===== src/design/can_rmc_pkg.sv =====
package can_rmc_pkg;

    localparam int MSG_ENTRIES = 128;
    localparam int PGN_ENTRIES = 16;
    localparam int CHANNELS    = 2;

    localparam int CH_W   = 1;
    localparam int MSG_IW = (MSG_ENTRIES > 1) ? $clog2(MSG_ENTRIES) : 1;
    localparam int MSG_CW = $clog2(MSG_ENTRIES + 1);
    localparam int PGN_IW = (PGN_ENTRIES > 1) ? $clog2(PGN_ENTRIES) : 1;
    localparam int PGN_CW = $clog2(PGN_ENTRIES + 1);
    localparam int SCAN_W = (MSG_CW > PGN_CW) ? MSG_CW : PGN_CW;
    localparam int MSG_DEPTH = 2 ** (CH_W + MSG_IW);
    localparam int PGN_DEPTH = 2 ** (CH_W + PGN_IW);

    localparam logic [2:0] OP_SUB_ID  = 3'd0;
    localparam logic [2:0] OP_SUB_PGN = 3'd1;
    localparam logic [2:0] OP_RX      = 3'd2;
    localparam logic [2:0] OP_RD_ID   = 3'd3;
    localparam logic [2:0] OP_RD_PGN  = 3'd4;

    localparam logic [2:0] CFG_REQ_ID_A   = 3'd0;
    localparam logic [2:0] CFG_PGN_ONLY_A = 3'd1;
    localparam logic [2:0] CFG_FROM_ALL_A = 3'd2;
    localparam logic [2:0] CFG_REQ_ID_B   = 3'd3;
    localparam logic [2:0] CFG_PGN_ONLY_B = 3'd4;
    localparam logic [2:0] CFG_FROM_ALL_B = 3'd5;

    localparam logic [25:0] MASK_FULL     = 26'h3FFFFFF;
    localparam logic [25:0] MASK_FULL_ALL = 26'h3FF00FF;
    localparam logic [25:0] MASK_PGN      = 26'h3FFFF00;
    localparam logic [25:0] MASK_PGN_ALL  = 26'h3FF0000;
    localparam logic [28:0] REQ_ID_RESET  = 29'hEAFF28;
    localparam logic [23:0] PGN_LIMIT     = 24'h3FFFF;

    typedef struct packed {
        logic [31:0] cnt;
        logic [3:0]  len;
        logic [63:0] data;
    } msg_rec_t;

    typedef enum logic [2:0] {
        S_IDLE,
        S_DISPATCH,
        S_MSCAN,
        S_MREAD,
        S_REQ,
        S_PSCAN,
        S_PREAD,
        S_DONE
    } state_t;

    typedef struct packed {
        logic load;
        logic scan_start;
        logic scan_pgn;
        logic msg_append;
        logic msg_update;
        logic msg_report;
        logic pgn_append;
        logic pgn_update;
        logic pgn_report;
        logic set_status;
        logic push;
    } cmd_t;

    typedef struct packed {
        logic [2:0] op;
        logic       ch_ok;
        logic       msg_full;
        logic       pgn_full;
        logic       key_ok;
        logic       req_match;
        logic       scan_busy;
        logic       scan_hit;
    } stat_t;

endpackage


===== src/design/can_rmc_ctrl.sv =====
module can_rmc_ctrl (
    input  logic                aclk,
    input  logic                aresetn,
    input  logic                in_valid,
    output logic                in_ready,
    output logic                out_valid,
    input  logic                out_ready,
    input  can_rmc_pkg::stat_t  stat,
    output can_rmc_pkg::cmd_t   cmd
);

    can_rmc_pkg::state_t state_reg, state_next;
    logic out_valid_reg, out_valid_next;

    always_ff @(posedge aclk) begin
        if (!aresetn) begin
            state_reg     <= can_rmc_pkg::S_IDLE;
            out_valid_reg <= 1'b0;
        end else begin
            state_reg     <= state_next;
            out_valid_reg <= out_valid_next;
        end
    end

    assign out_valid = out_valid_reg;

    always_comb begin
        state_next = state_reg;
        cmd        = '0;
        in_ready   = 1'b0;
        case (state_reg)
            can_rmc_pkg::S_IDLE: begin
                in_ready = 1'b1;
                if (in_valid) begin
                    cmd.load   = 1'b1;
                    state_next = can_rmc_pkg::S_DISPATCH;
                end
            end
            can_rmc_pkg::S_DISPATCH: begin
                state_next = can_rmc_pkg::S_DONE;
                if (stat.ch_ok) begin
                    case (stat.op)
                        can_rmc_pkg::OP_SUB_ID: begin
                            if (!stat.msg_full) begin
                                cmd.scan_start = 1'b1;
                                state_next     = can_rmc_pkg::S_MSCAN;
                            end
                        end
                        can_rmc_pkg::OP_SUB_PGN: begin
                            if (stat.key_ok && !stat.pgn_full) begin
                                cmd.scan_start = 1'b1;
                                cmd.scan_pgn   = 1'b1;
                                state_next     = can_rmc_pkg::S_PSCAN;
                            end
                        end
                        can_rmc_pkg::OP_RX, can_rmc_pkg::OP_RD_ID: begin
                            cmd.scan_start = 1'b1;
                            state_next     = can_rmc_pkg::S_MSCAN;
                        end
                        can_rmc_pkg::OP_RD_PGN: begin
                            cmd.scan_start = 1'b1;
                            cmd.scan_pgn   = 1'b1;
                            state_next     = can_rmc_pkg::S_PSCAN;
                        end
                        default: state_next = can_rmc_pkg::S_DONE;
                    endcase
                end
            end
            can_rmc_pkg::S_MSCAN: begin
                if (!stat.scan_busy) begin
                    if (stat.op == can_rmc_pkg::OP_SUB_ID) begin
                        cmd.msg_append = !stat.scan_hit;
                        cmd.set_status = 1'b1;
                        state_next     = can_rmc_pkg::S_DONE;
                    end else if (stat.scan_hit) begin
                        state_next = can_rmc_pkg::S_MREAD;
                    end else if (stat.op == can_rmc_pkg::OP_RX) begin
                        state_next = can_rmc_pkg::S_REQ;
                    end else begin
                        state_next = can_rmc_pkg::S_DONE;
                    end
                end
            end
            can_rmc_pkg::S_MREAD: begin
                if (stat.op == can_rmc_pkg::OP_RX) begin
                    cmd.msg_update = 1'b1;
                    state_next     = can_rmc_pkg::S_REQ;
                end else begin
                    cmd.msg_report = 1'b1;
                    state_next     = can_rmc_pkg::S_DONE;
                end
            end
            can_rmc_pkg::S_REQ: begin
                if (stat.req_match) begin
                    cmd.scan_start = 1'b1;
                    cmd.scan_pgn   = 1'b1;
                    state_next     = can_rmc_pkg::S_PSCAN;
                end else begin
                    state_next = can_rmc_pkg::S_DONE;
                end
            end
            can_rmc_pkg::S_PSCAN: begin
                if (!stat.scan_busy) begin
                    if (stat.op == can_rmc_pkg::OP_SUB_PGN) begin
                        cmd.pgn_append = !stat.scan_hit;
                        cmd.set_status = 1'b1;
                        state_next     = can_rmc_pkg::S_DONE;
                    end else if (stat.scan_hit) begin
                        state_next = can_rmc_pkg::S_PREAD;
                    end else begin
                        state_next = can_rmc_pkg::S_DONE;
                    end
                end
            end
            can_rmc_pkg::S_PREAD: begin
                if (stat.op == can_rmc_pkg::OP_RX) begin
                    cmd.pgn_update = 1'b1;
                end else begin
                    cmd.pgn_report = 1'b1;
                end
                state_next = can_rmc_pkg::S_DONE;
            end
            can_rmc_pkg::S_DONE: begin
                if (!out_valid_reg || out_ready) begin
                    cmd.push   = 1'b1;
                    state_next = can_rmc_pkg::S_IDLE;
                end
            end
            default: state_next = can_rmc_pkg::S_IDLE;
        endcase
    end

    always_comb begin
        out_valid_next = cmd.push | (out_valid_reg & ~out_ready);
    end

endmodule


===== config.mk =====
export PLATFORM = sky130hd
export DESIGN_NAME = can_rmc_ctrl
export DESIGN_NICKNAME = d
export VERILOG_FILES = /design/src/design/can_rmc_pkg.sv /design/src/design/can_rmc_ctrl.sv
export SDC_FILE = /design/constraint.sdc
export NUM_CORES = 1
export LEC_CHECK = 0
export ABC_AREA = 1
export BUFFER_PORTS_ARGS = -buffer_cell sky130_fd_sc_hd__buf_2
export CELL_PAD_IN_SITES_DETAIL_PLACEMENT = 2
export CELL_PAD_IN_SITES_GLOBAL_PLACEMENT = 2
export CORE_MARGIN = 2
export CORE_UTILIZATION = 25
export DETAILED_ROUTE_END_ITERATION = 8
export PLACE_DENSITY = 0.8
export SETUP_SLACK_MARGIN = 0.1
export SLEW_MARGIN = 20
export SYNTH_ARGS = -nofsm -noshare
export SYNTH_HDL_FRONTEND = slang
export SYNTH_SLANG_ARGS = --single-unit

===== constraint.sdc =====
create_clock -name aclk -period 1.9 [get_ports aclk]
set_input_delay 0.285 -clock aclk [delete_from_list [all_inputs] [get_ports aclk]]
set_output_delay 0.285 -clock aclk [all_outputs]
set_load 0.02 [all_outputs]

# ---- Word-level counts from Yosys, hierarchy flattened
# Cells that the tools add are included.
dict set report totals {
  regBits 4
  inputBits 14
  wordCells 72
}
dict set report classes {
  n_eq_ne 15
  muxes 42
  bitwise 3
  n_reduce_logical 10
}
# cell n
set ops {}
lappend ops {{two-way mux 3 bit} 9}
lappend ops {{case mux 3 bit (8 select lines)} 1}
lappend ops {{two-way mux 1 bit} 19}
lappend ops {{two-way mux 2 bit} 8}
lappend ops {{== test 3 bit, second input constant} 5}
lappend ops {{== test 3 x 2 -> 1 bit, second input constant} 4}
lappend ops {{case mux 3 bit (4 select lines)} 1}
lappend ops {{!= test 2 bit, second input constant} 4}
lappend ops {{== test 3 x 1 -> 1 bit, second input constant} 2}
lappend ops {{logical NOT 3 bit} 2}
lappend ops {{case mux 1 bit (2 select lines)} 2}
lappend ops {{case mux 2 bit (2 select lines)} 1}
lappend ops {{AND reduction 4 bit} 1}
lappend ops {{logical NOT 1 bit} 3}
lappend ops {{case mux 1 bit (3 select lines)} 1}
lappend ops {{OR reduction 3 bit} 1}
lappend ops {{OR reduction 2 bit} 1}
lappend ops {{bitwise AND 1 bit} 1}
lappend ops {{logical AND 1 bit} 1}
lappend ops {{logical OR 1 bit} 1}
lappend ops {{inverter 1 bit} 1}
lappend ops {{OR 1 bit} 1}

# ---- Logic depth before layout (Yosys ltp)
# Gate-level depths: netlist of the first run.
dict set report depth {
  word_depth 6
  mapped_depth 11
  depth_no_buf 10
}

# ---- Least setup slack after synthesis of the first run
# Ideal clock, no wire load.
dict set report synth_timing {
  path_kind {input to output}
  from {input stat[7] in the netlist's numbering}
  to {output cmd[8] in the netlist's numbering}
  t_arrival_ns 1.186
  t_required_ns 1.615
  setup_slack_ns 0.429
  cell_stages 5
  cell_sequence {nor2_1 nor2_1 nor2_1 nand2_1 o31ai_1}
}
# item line
set synth_rtl {}
lappend synth_rtl {{start: declaration} can_rmc_ctrl.sv:8} ;# input can_rmc_pkg::stat_t stat,
lappend synth_rtl {{end: declaration} can_rmc_ctrl.sv:9} ;# output can_rmc_pkg::cmd_t cmd

==> flow_summary.yaml, run 1 <==
synthesis:
  ys_warn_count: 0
  ys_types: 28
  synthesis.instances: 97
  synthesis.nets: 111
  synthesis.area_um2: 632
  ys_seq_elements: 4
  synth_seq_area_share_pct: 12.7
  post_synth.cell_area_avg_um2: 6.51
outcome:
  run_status: "finished clean"
floorplanning:
  floorplan.initialDensity_pct: 26.0
  num_io_pins: 27
  chipHeight_um: 54.3
  die_x_um: 54.3
  std_cell_rows: 18
  dieArea_um2: 2950
  floorplan.core_area_um2: 2430
clock_network:
  clock_latency_ps: 240
  worst_setup_hold_path_clk_slew_ps: 40
  number_of_buffers_created_by_cts: 3
  cts.hold.buffers_added: 0
  cts.htree.levels: 1
  cts.sink_count: 4
  clk_root_buf: "sky130_fd_sc_hd__clkbuf_4"
  tritoncts: "done"
  cts.path.max_buffers: 2
drt:
  routed_wire_length_per_instance_um: 13.1
  antenna_violating_nets_remaining: 0
  detail_route.drc_violations: 0
  routed_via_density: 4.59
  route.vias.total: 702
  maxUsedRoutingLayer: "met3"
  detail_route.iter0.violations: 7
  routed_wirelength_mm: 2.00
  firstDrtPassIters: 3
  detailroute.wirelength.met2_mm: 1.07
  drt-met1-wl_um: 879
  met3WireLength_um: 56
finish:
  design.final.nets: 139
  mostFrequentLayoutCell: "sky130_fd_sc_hd__buf_2"
  layout_common_cells: "sky130_fd_sc_hd__buf_2, sky130_fd_sc_hd__nand2_1, sky130_fd_sc_hd__inv_1, sky130_fd_sc_hd__nor2_1, sky130_fd_sc_hd__a21oi_1"
  n_antenna_cell: 0
  register_area_um2: 83.8
  largest_register_ffs: 3
  proportion_of_layout_cells_with_a_drive_suffix_above_1_pct: 45.5
  final-instance-count-excl-fill: 153
  area.growth.synth_to_final_pct: 25.3
  multi_input_area_um2: 448
  n_fill_cell: 314
setup_path:
  worst-path-max-fanout: 10
  crit_path_start_kind: "flop"
  crit_arrival_ps: 1390
  worst-setup-path-type: "reg -> out"
  timing.critical_path.to_type: "output pin"
  timing.critical_path.required_ps: 1620
worst_hold_path:
  min-delay-path-class: "in -> reg"
place:
  hpwlAfterDp_mm: 1.75
  place.gp.congestion: 0.783
  io_buffers: 26
  total_instance_count_after_detailed_placement: 150
  preCtsSetupSlack_ps: 266
timing:
  fin_setup_tns_ps: 0
  report.final.slew_viol_count: 0
  timing.hold.ws_ps: 272
  worst_slew_margin_rel_pct: 78.3
  clock-skew-final_ps: 6.88
  rsz_0062_raised_after_global_routing: "no"
  timing.final.crit_period_ps: 1680
  final.period_utilization_pct: 88.4
  hold_viol_final: 0
  finalWorstSetupSlack_ps: 221
  setup_viol_count_final: 0
  fmax_ghz: 0.596
  slew_at_the_pin_with_the_worst_max_slew_slack_ps: 325
power:
  p_leak_nw: 0.421
  power.density_cell_area_nw_per_um2: 1330
  ir_drop_mv: 0.577
grt:
  grt_antenna_before_repair: 0
  first_pass_grt_wire_length_mm: 3.31
  grt_pass1_vias: 737
  gr-usage-all-layers_pct: 15.2
  grt_overflow: 0
  grt_max_degree: 11
flow_run:
  maxCapViolCount: 0
[layer usage]
metal	vias to the layer above	GRT usage (%)
met4	0	1.25
met5	-	0
met1	331	18.7
met2	11	28.9
li1	360	-
met3	0	1.64
[critical path: stages (launching register included)]
cell and delay, ps:
sky130_fd_sc_hd__dfxtp_2 520, sky130_fd_sc_hd__inv_8 80, sky130_fd_sc_hd__nor2_4 160, sky130_fd_sc_hd__nand3_1 130, sky130_fd_sc_hd__nor2_1 110, sky130_fd_sc_hd__buf_2 170
[timing repair]
action	CTS	global route
resized for setup	3	0
endpoints found under the setup margin	4	0
buffers inserted	0	0
[area by class of cell]
| cell class | instances | share of cell area, % |
|---|---|---|
| repair buffers | 26 | 16.4 |
| clock buffers | 3 | 2.84 |
| multi-input cells | 74 | 56.6 |
| flip-flops and latches | 4 | 10.6 |
| well taps | 30 | 4.74 |
| inverters | 16 | 8.85 |
[power breakdown]
group          leakage, nW  switching, mW  internal [mW]  total (mW)
combinational        0.374          0.425          0.253       0.677
sequential          0.0338          0.143          0.125       0.268
clock               0.0138         0.0375         0.0709       0.108
total                0.421          0.605          0.448        1.05
[cell usage after synthesis (all sizes together)]
cell,number,area [um^2]
nor3,4,31.3
nor4,1,6.26
nand4,1,6.26
buf,3,33.8
nand3b,1,7.51
nand3,7,52.6
nand2,25,136
dfxtp,4,80.1
o21ai,4,31.3
a21oi,8,43.8
o31ai,1,7.51
nor2,20,110
inv,16,70.1
o21bai,1,7.51
o21a,1,7.51
[metrics by stage]
stage	util, %	cell area, um^2	total power, mW
after floorplan	-	632	0.830
after global placement	31.5	766	0.912
after detailed placement	31.5	766	0.956
after CTS	32.6	792	1.08
after global routing	32.6	792	1.16
final	32.6	792	1.05
[cell families after synthesis]
logic type	synth area share, %
buffers and inverters	16.4
and+or+nand+nor	55.4
AOI/OAI and AO/OA	15.4
DFF	12.7
[final timing paths]
path	to	cells after the start	from	slack, ps
worst max-delay path	cmd[4]	5	state_reg[2]$_SDFFE_PN0P_	220
worst min-delay path	out_valid$_SDFF_PN0_	2	aresetn	270
worst max register to register	state_reg[0]$_SDFFE_PN0P_	9	state_reg[1]$_SDFFE_PN0P_	590
worst min register to register	out_valid$_SDFF_PN0_	3	out_valid$_SDFF_PN0_	650
(Power assumes the default switching activity.)
==> run 2, diff against run 1 <==
--- a/config.mk
+++ b/config.mk
@@ -9,6 +9,7 @@
 export BUFFER_PORTS_ARGS = -buffer_cell sky130_fd_sc_hd__buf_2
 export CELL_PAD_IN_SITES_DETAIL_PLACEMENT = 2
 export CELL_PAD_IN_SITES_GLOBAL_PLACEMENT = 2
+export CORE_ASPECT_RATIO = 1.4
 export CORE_MARGIN = 2
 export CORE_UTILIZATION = 25
 export DETAILED_ROUTE_END_ITERATION = 8
==> run 2 against run 1 <==
Against the previous run:
- non-clock buffer count unchanged
- worst setup slack better by 45 ps
- via count up 3.4%
- clock power down 4%
- sequential power up 6%
- utilization up 0.98 points
- critical path type unchanged
- critical endpoint is now cmd[7]
==> flow_summary.yaml, run 2 (synthesized netlist as in run 1, its figures left out) <==
outcome:
  run_status: "finished clean"
setup_path:
  crit_arrival_ps: 1350
  critPathSlowestCell: "sky130_fd_sc_hd__dfxtp_2"
  ff2ff_setup_slack_ps: 590
  path_delay_family: "flip-flops"
  critical-path-max-stage-delay_ps: 520
  worst-setup-path-type: "reg -> out"
  worst-path-max-fanout: 10
  path_buf_inv: 1
  reg2reg_to: "state_reg[0]$_SDFFE_PN0P_"
  timing.critical_path.required_ps: 1620
  timing.critical_path.to_type: "output pin"
  timing.reg2reg.worst_path_depth: 9
  reg2reg_from: "state_reg[1]$_SDFFE_PN0P_"
  crit_path_start_kind: "flop"
  path_cells: "nand3_4, nor2_2, nand2_1, nor2_1, buf_2"
worst_hold_path:
  worst_hold_path.endpoint: "out_valid$_SDFF_PN0_"
  min-delay-path-class: "in -> reg"
  hold_path.startpoint: "aresetn"
  hold_path_depth: 2
power:
  power.share.combinational_pct: 63.5
  power.share.switching_pct: 56.8
  power.internal_mw: 0.458
  power.share.sequential_pct: 26.7
  p_leak_nw: 0.422
  p_clk_share_pct: 9.8
  power.density_cell_area_nw_per_um2: 1320
  ir_drop_mv: 0.399
  total_switching_power_mw: 0.603
drt:
  route.vias.total: 726
  routed_wirelength_mm: 1.94
  routed_via_density: 4.62
  antenna_violating_nets_remaining: 0
  detail_route.iter0.violations: 6
  firstDrtPassIters: 3
  routed_wire_length_per_instance_um: 12.4
  detail_route.drc_violations: 0
finish:
  mostFrequentLayoutCell: "sky130_fd_sc_hd__buf_2"
  n_fill_cell: 320
  proportion_of_layout_cells_with_a_drive_suffix_above_1_pct: 45.5
  layout_common_cells: "sky130_fd_sc_hd__buf_2, sky130_fd_sc_hd__nand2_1, sky130_fd_sc_hd__inv_1, sky130_fd_sc_hd__nor2_1, sky130_fd_sc_hd__a21oi_1"
  multi_input_area_um2: 448
  largest_register_ffs: 3
  n_antenna_cell: 0
  design.final.nets: 139
  register_area_um2: 88.8
  area.growth.synth_to_final_pct: 26.9
grt:
  grt_max_degree: 11
  grt_antenna_before_repair: 0
  grt_overflow: 0
  first_pass_grt_wire_length_mm: 3.48
  grt_pass1_vias: 803
  gr-usage-all-layers_pct: 15.7
floorplanning:
  chipHeight_um: 63.5
  die_x_um: 46.5
  std_cell_rows: 21
  dieArea_um2: 2950
  num_io_pins: 27
  floorplan.core_area_um2: 2390
  floorplan.initialDensity_pct: 26.4
clock_network:
  cts.hold.buffers_added: 0
  cts.path.max_buffers: 2
  cts.htree.levels: 1
  number_of_buffers_created_by_cts: 3
  clk_root_buf: "sky130_fd_sc_hd__clkbuf_4"
  post-cts-setup-buffers: 0
  clock_latency_ps: 230
  worst_setup_hold_path_clk_slew_ps: 30
  tritoncts: "done"
  cts.sink_count: 4
timing:
  timing.final.crit_period_ps: 1630
  slew_at_the_pin_with_the_worst_max_slew_slack_ps: 333
  finalWorstSetupSlack_ps: 266
  setup_viol_count_final: 0
  rsz_0062_raised_after_global_routing: "no"
  fmax_ghz: 0.612
  report.final.slew_viol_count: 0
  hold_viol_final: 0
  fin_setup_tns_ps: 0
  worst_slew_margin_rel_pct: 77.8
  final.period_utilization_pct: 86.0
  clock-skew-final_ps: 0.420
place:
  io_buffers: 26
  preCtsSetupSlack_ps: 226
  hpwlAfterDp_mm: 1.71
  place.gp.congestion: 0.741
flow_run:
  maxCapViolCount: 0
-- run 2: worst max path at each step --
| stage | from | end | slack, ps | depth (start not counted) |
|---|---|---|---|---|
| floorplan | stat[7] | cmd[8] | 430 | 5 |
| detailed placement | state_reg[2]$_SDFFE_PN0P_ | cmd[4] | 230 | 5 |
| global placement | state_reg[2]$_SDFFE_PN0P_ | cmd[4] | 260 | 5 |
| CTS | state_reg[2]$_SDFFE_PN0P_ | cmd[4] | 180 | 5 |
| global route | state_reg[1]$_SDFFE_PN0P_ | cmd[9] | 140 | 6 |
| finish | state_reg[1]$_SDFFE_PN0P_ | cmd[7] | 270 | 5 |
-- run 2: final cells by class --
class | count | share of cell area [%]
flip-flops and latches | 4 | 11.1
multi-input cells | 74 | 55.9
inverters | 16 | 8.74
repair buffers | 26 | 16.2
clock buffers | 3 | 2.81
well taps | 34 | 5.30
-- run 2: timing repair --
item                       in CTS  in global routing
resized for setup               3                  2
cloned                          0                  0
setup endpoints to repair       5                  2
-- run 2: per-layer routing --
layer	up-vias	global-route usage [%]	part of all wire, %
li1	363	-	-
met2	22	30.7	59
met5	-	0	0
met4	0	6.43	1.8
met1	336	15.9	35
met3	5	0	4.4
-- run 2: power by group through the flow --
stage | registers (mW) | logic [mW] | clock network, mW
after global placement | 0.270 | 0.659 | 0
after detailed placement | 0.275 | 0.686 | 0
after CTS | 0.281 | 0.689 | 0.109
final | 0.283 | 0.674 | 0.104
after global routing | 0.302 | 0.763 | 0.118
after floorplan | 0.131 | 0.699 | 0
-- run 2: through the flow --
step	util (%)	cells	power (mW)	hold WS, ps	instance area (um^2)
global route	33.5	157	1.18	285	802
global placement	32.2	154	0.929	510	771
CTS	33.3	157	1.08	269	797
detailed placement	32.2	154	0.960	521	771
finish	33.5	157	1.06	271	802
floorplan	-	97	0.830	403	632
==> run 3, diff against run 2 <==
--- a/config.mk
+++ b/config.mk
@@ -5,15 +5,14 @@
 export SDC_FILE = /design/constraint.sdc
 export NUM_CORES = 1
 export LEC_CHECK = 0
-export ABC_AREA = 1
 export BUFFER_PORTS_ARGS = -buffer_cell sky130_fd_sc_hd__buf_2
 export CELL_PAD_IN_SITES_DETAIL_PLACEMENT = 2
 export CELL_PAD_IN_SITES_GLOBAL_PLACEMENT = 2
 export CORE_ASPECT_RATIO = 1.4
 export CORE_MARGIN = 2
-export CORE_UTILIZATION = 25
+export CORE_UTILIZATION = 23
 export DETAILED_ROUTE_END_ITERATION = 8
-export PLACE_DENSITY = 0.8
+export PLACE_DENSITY = 0.77
 export SETUP_SLACK_MARGIN = 0.1
 export SLEW_MARGIN = 20
 export SYNTH_ARGS = -nofsm -noshare
==> run 3 against run 2 <==
Against the previous run:
- critical path type is now in -> out
- clock power is 9.6% higher
- synthesized cell count down 9.3%
- die area is 2.1% lower
- critical path depth unchanged
- sequential power decreased by 65%
- global-route usage rose by 0.65 points
- non-clock buffer count increased by 12
- combinational power shrank 62%
- first-iteration DRC count up 83%
- clock skew is 0.63 ps higher
- flip-flop and latch count is the same
- fmax is 6.6% lower
==> flow_summary.yaml, run 3 <==
outcome:
  run_status: "finished clean"
grt:
  grt_overflow: 0
  grt_pass1_vias: 835
  grt_max_degree: 18
  gr-usage-all-layers_pct: 16.3
  first_pass_grt_wire_length_mm: 3.61
  grt_antenna_before_repair: 0
finish:
  area.growth.synth_to_final_pct: 47.1
  design.final.nets: 139
  mostFrequentLayoutCell: "sky130_fd_sc_hd__buf_2"
  n_antenna_cell: 0
  finalInstanceArea_um2: 836
  n_fill_cell: 301
  largest_register_ffs: 3
  layout_common_cells: "sky130_fd_sc_hd__buf_2, sky130_fd_sc_hd__buf_4, sky130_fd_sc_hd__nor2_1"
  proportion_of_layout_cells_with_a_drive_suffix_above_1_pct: 39.0
timing:
  report.final.slew_viol_count: 0
  slew_at_the_pin_with_the_worst_max_slew_slack_ps: 430
  timing.hold.ws_ps: 322
  fmax_ghz: 0.572
  setup_viol_count_final: 0
  fin_setup_tns_ps: 0
  finalWorstSetupSlack_ps: 151
  final.period_utilization_pct: 92.1
  clock-skew-final_ps: 1.05
  worst_slew_margin_rel_pct: 70.6
  hold_viol_final: 0
  timing.final.crit_period_ps: 1750
  rsz_0062_raised_after_global_routing: "no"
place:
  dpl-instance-area_um2: 759
  hpwlAfterDp_mm: 1.75
  io_buffers: 26
  place.gp.congestion: 0.718
  preCtsSetupSlack_ps: 84.5
synthesis:
  synthesis.nets: 102
  ys_warn_count: 0
  synth_edf_count: 0
  synthesis.instances: 88
  synthFlopType: "sky130_fd_sc_hd__dfxtp_1"
  synth.largest_area_cell: "sky130_fd_sc_hd__dfxtp_1"
  synth_top_cells_by_area: "sky130_fd_sc_hd__dfxtp_1, sky130_fd_sc_hd__nor2_1, sky130_fd_sc_hd__nand2_1"
  synth_top_area_share_pct: 14.1
  synthesis.area_um2: 568
  synth_seq_area_share_pct: 14.1
  ys_types: 34
  ys_seq_elements: 4
  async_reset_ff_share_pct: 0
  post_synth.cell_area_avg_um2: 6.46
  yosys.cell_count.top_type: "sky130_fd_sc_hd__nor2_1"
  synth_top_cells_by_count: "sky130_fd_sc_hd__nor2_1, sky130_fd_sc_hd__nand2_1, sky130_fd_sc_hd__a21oi_1, sky130_fd_sc_hd__nor3_1"
drt:
  routed_wire_length_per_instance_um: 15.8
  route.vias.total: 821
  detail_route.iter0.violations: 11
  routed_wirelength_mm: 2.31
  detail_route.drc_violations: 0
  routed_via_density: 5.62
  antenna_violating_nets_remaining: 0
  firstDrtPassIters: 4
power:
  total_switching_power_mw: 0.192
  ir_drop_mv: 0.137
  power.total_mw: 0.467
  power.internal_mw: 0.275
  power.share.switching_pct: 41.1
  power.share.combinational_pct: 54.3
  p_leak_nw: 0.376
  p_clk_share_pct: 24.4
  power.share.sequential_pct: 21.3
  power.density_cell_area_nw_per_um2: 559
floorplanning:
  dieArea_um2: 2890
  chipHeight_um: 62.8
  floorplan.core_area_um2: 2360
  floorplan.initialDensity_pct: 24.0
  die_x_um: 46
  num_io_pins: 27
  std_cell_rows: 21
setup_path:
  timing.critical_path.to_type: "output pin"
  worst-path-max-fanout: 2
  timing.critical_path.required_ps: 1620
  timing.reg2reg.worst_path_depth: 6
  reg2reg_to: "state_reg[2]$_SDFFE_PN0P_"
  crit_arrival_ps: 1460
  ff2ff_setup_slack_ps: 490
  worst-setup-path-type: "in -> out"
  reg2reg_from: "state_reg[2]$_SDFFE_PN0P_"
  startpoint: "stat[8]"
  crit_path_start_kind: "input pin"
clock_network:
  clk_root_buf: "sky130_fd_sc_hd__clkbuf_4"
  cts.path.max_buffers: 2
  number_of_buffers_created_by_cts: 3
  cts.sink_count: 4
  cts.htree.levels: 1
  clock_latency_ps: 250
  worst_setup_hold_path_clk_slew_ps: 40
  cts.hold.buffers_added: 0
  tritoncts: "done"
worst_hold_path:
  worst_hold_path.endpoint: "state_reg[0]$_SDFFE_PN0P_"
  min-delay-path-class: "in -> reg"
  hold_path_depth: 3
  hold_path.startpoint: "aresetn"
flow_run:
  maxCapViolCount: 0
run 3: cell types whose count changed in the layout (fill, tap and decap cells not counted), sizes merged, moves of 3 or more:
cell    change
nand2      -16
nor2b       +4
buf        +12
a211oi      +3
nor2        -9
inv        -12
nand2b      +3
a31oi       +4
nand3       -5
a21oi       -3
run 3: logic make-up (layout without fill, tap and decap cells):
kind of cell           after synthesis  in the layout  share of synthesized area [%]
and+or+nand+nor                     45             45                           41.8
AOI/OAI and AO/OA                   29             29                           35.7
DFF                                  4              4                           14.1
buffers and inverters               10             45                           8.37
run 3: timing repair:
action | in CTS | in global routing
buffers inserted | 0 | 4
pin swaps | 0 | 2
endpoints found under the setup margin | 1 | 4
resized for setup | 2 | 5
run 3: worst max path at each step:
| stage | endpoint | slack, ps |
|---|---|---|
| 3_3_place_gp | cmd[1] | 120 |
| 6_report | cmd[1] | 150 |
| 2_1_floorplan | cmd[10] | 120 |
| 4_1_cts | cmd[1] | 100 |
| 5_1_grt | cmd[7] | 100 |
| 3_5_place_dp | cmd[1] | 80 |
run 3: layout make-up:
| class | instances | area, um^2 | area share (%) |
|---|---|---|---|
| inverters | 4 | 15.0 | 1.80 |
| clock buffers | 3 | 22.5 | 2.69 |
| flip-flops and latches | 4 | 80.1 | 9.58 |
| well taps | 23 | 28.8 | 3.44 |
| repair buffers | 38 | 230 | 27.5 |
| multi-input cells | 74 | 459 | 54.9 |
run 3: per-stage QoR:
| step | util, % | std cells |
|---|---|---|
| 2_1_floorplan | - | 88 |
| 3_3_place_gp | 32.1 | 139 |
| 3_5_place_dp | 32.1 | 139 |
| 4_1_cts | 33.4 | 142 |
| 5_1_grt | 35.3 | 146 |
| 6_report | 35.3 | 146 |
run 3: power by group through the flow:
stage          logic, mW  registers, mW  clock network, mW
6_report           0.254         0.0997              0.114
3_3_place_gp       0.218         0.0995                  0
5_1_grt            0.281          0.101              0.120
2_1_floorplan      0.150         0.0959                  0
3_5_place_dp       0.225          0.100                  0
4_1_cts            0.228         0.0990              0.117
run 3: per-layer routing:
metal	up-vias	share of wire [%]	GRT usage [%]
met3	3	2.8	0.867
met4	0	1.6	6.43
met5	-	0	0
li1	398	-	-
met1	399	38	17.0
met2	21	58	31.1
run 3: critical path, cell delays in order:
cell,delay (ps)
sky130_fd_sc_hd__buf_2,110
sky130_fd_sc_hd__or3b_4,390
sky130_fd_sc_hd__or3_4,390
sky130_fd_sc_hd__a21oi_2,140
sky130_fd_sc_hd__buf_4,150
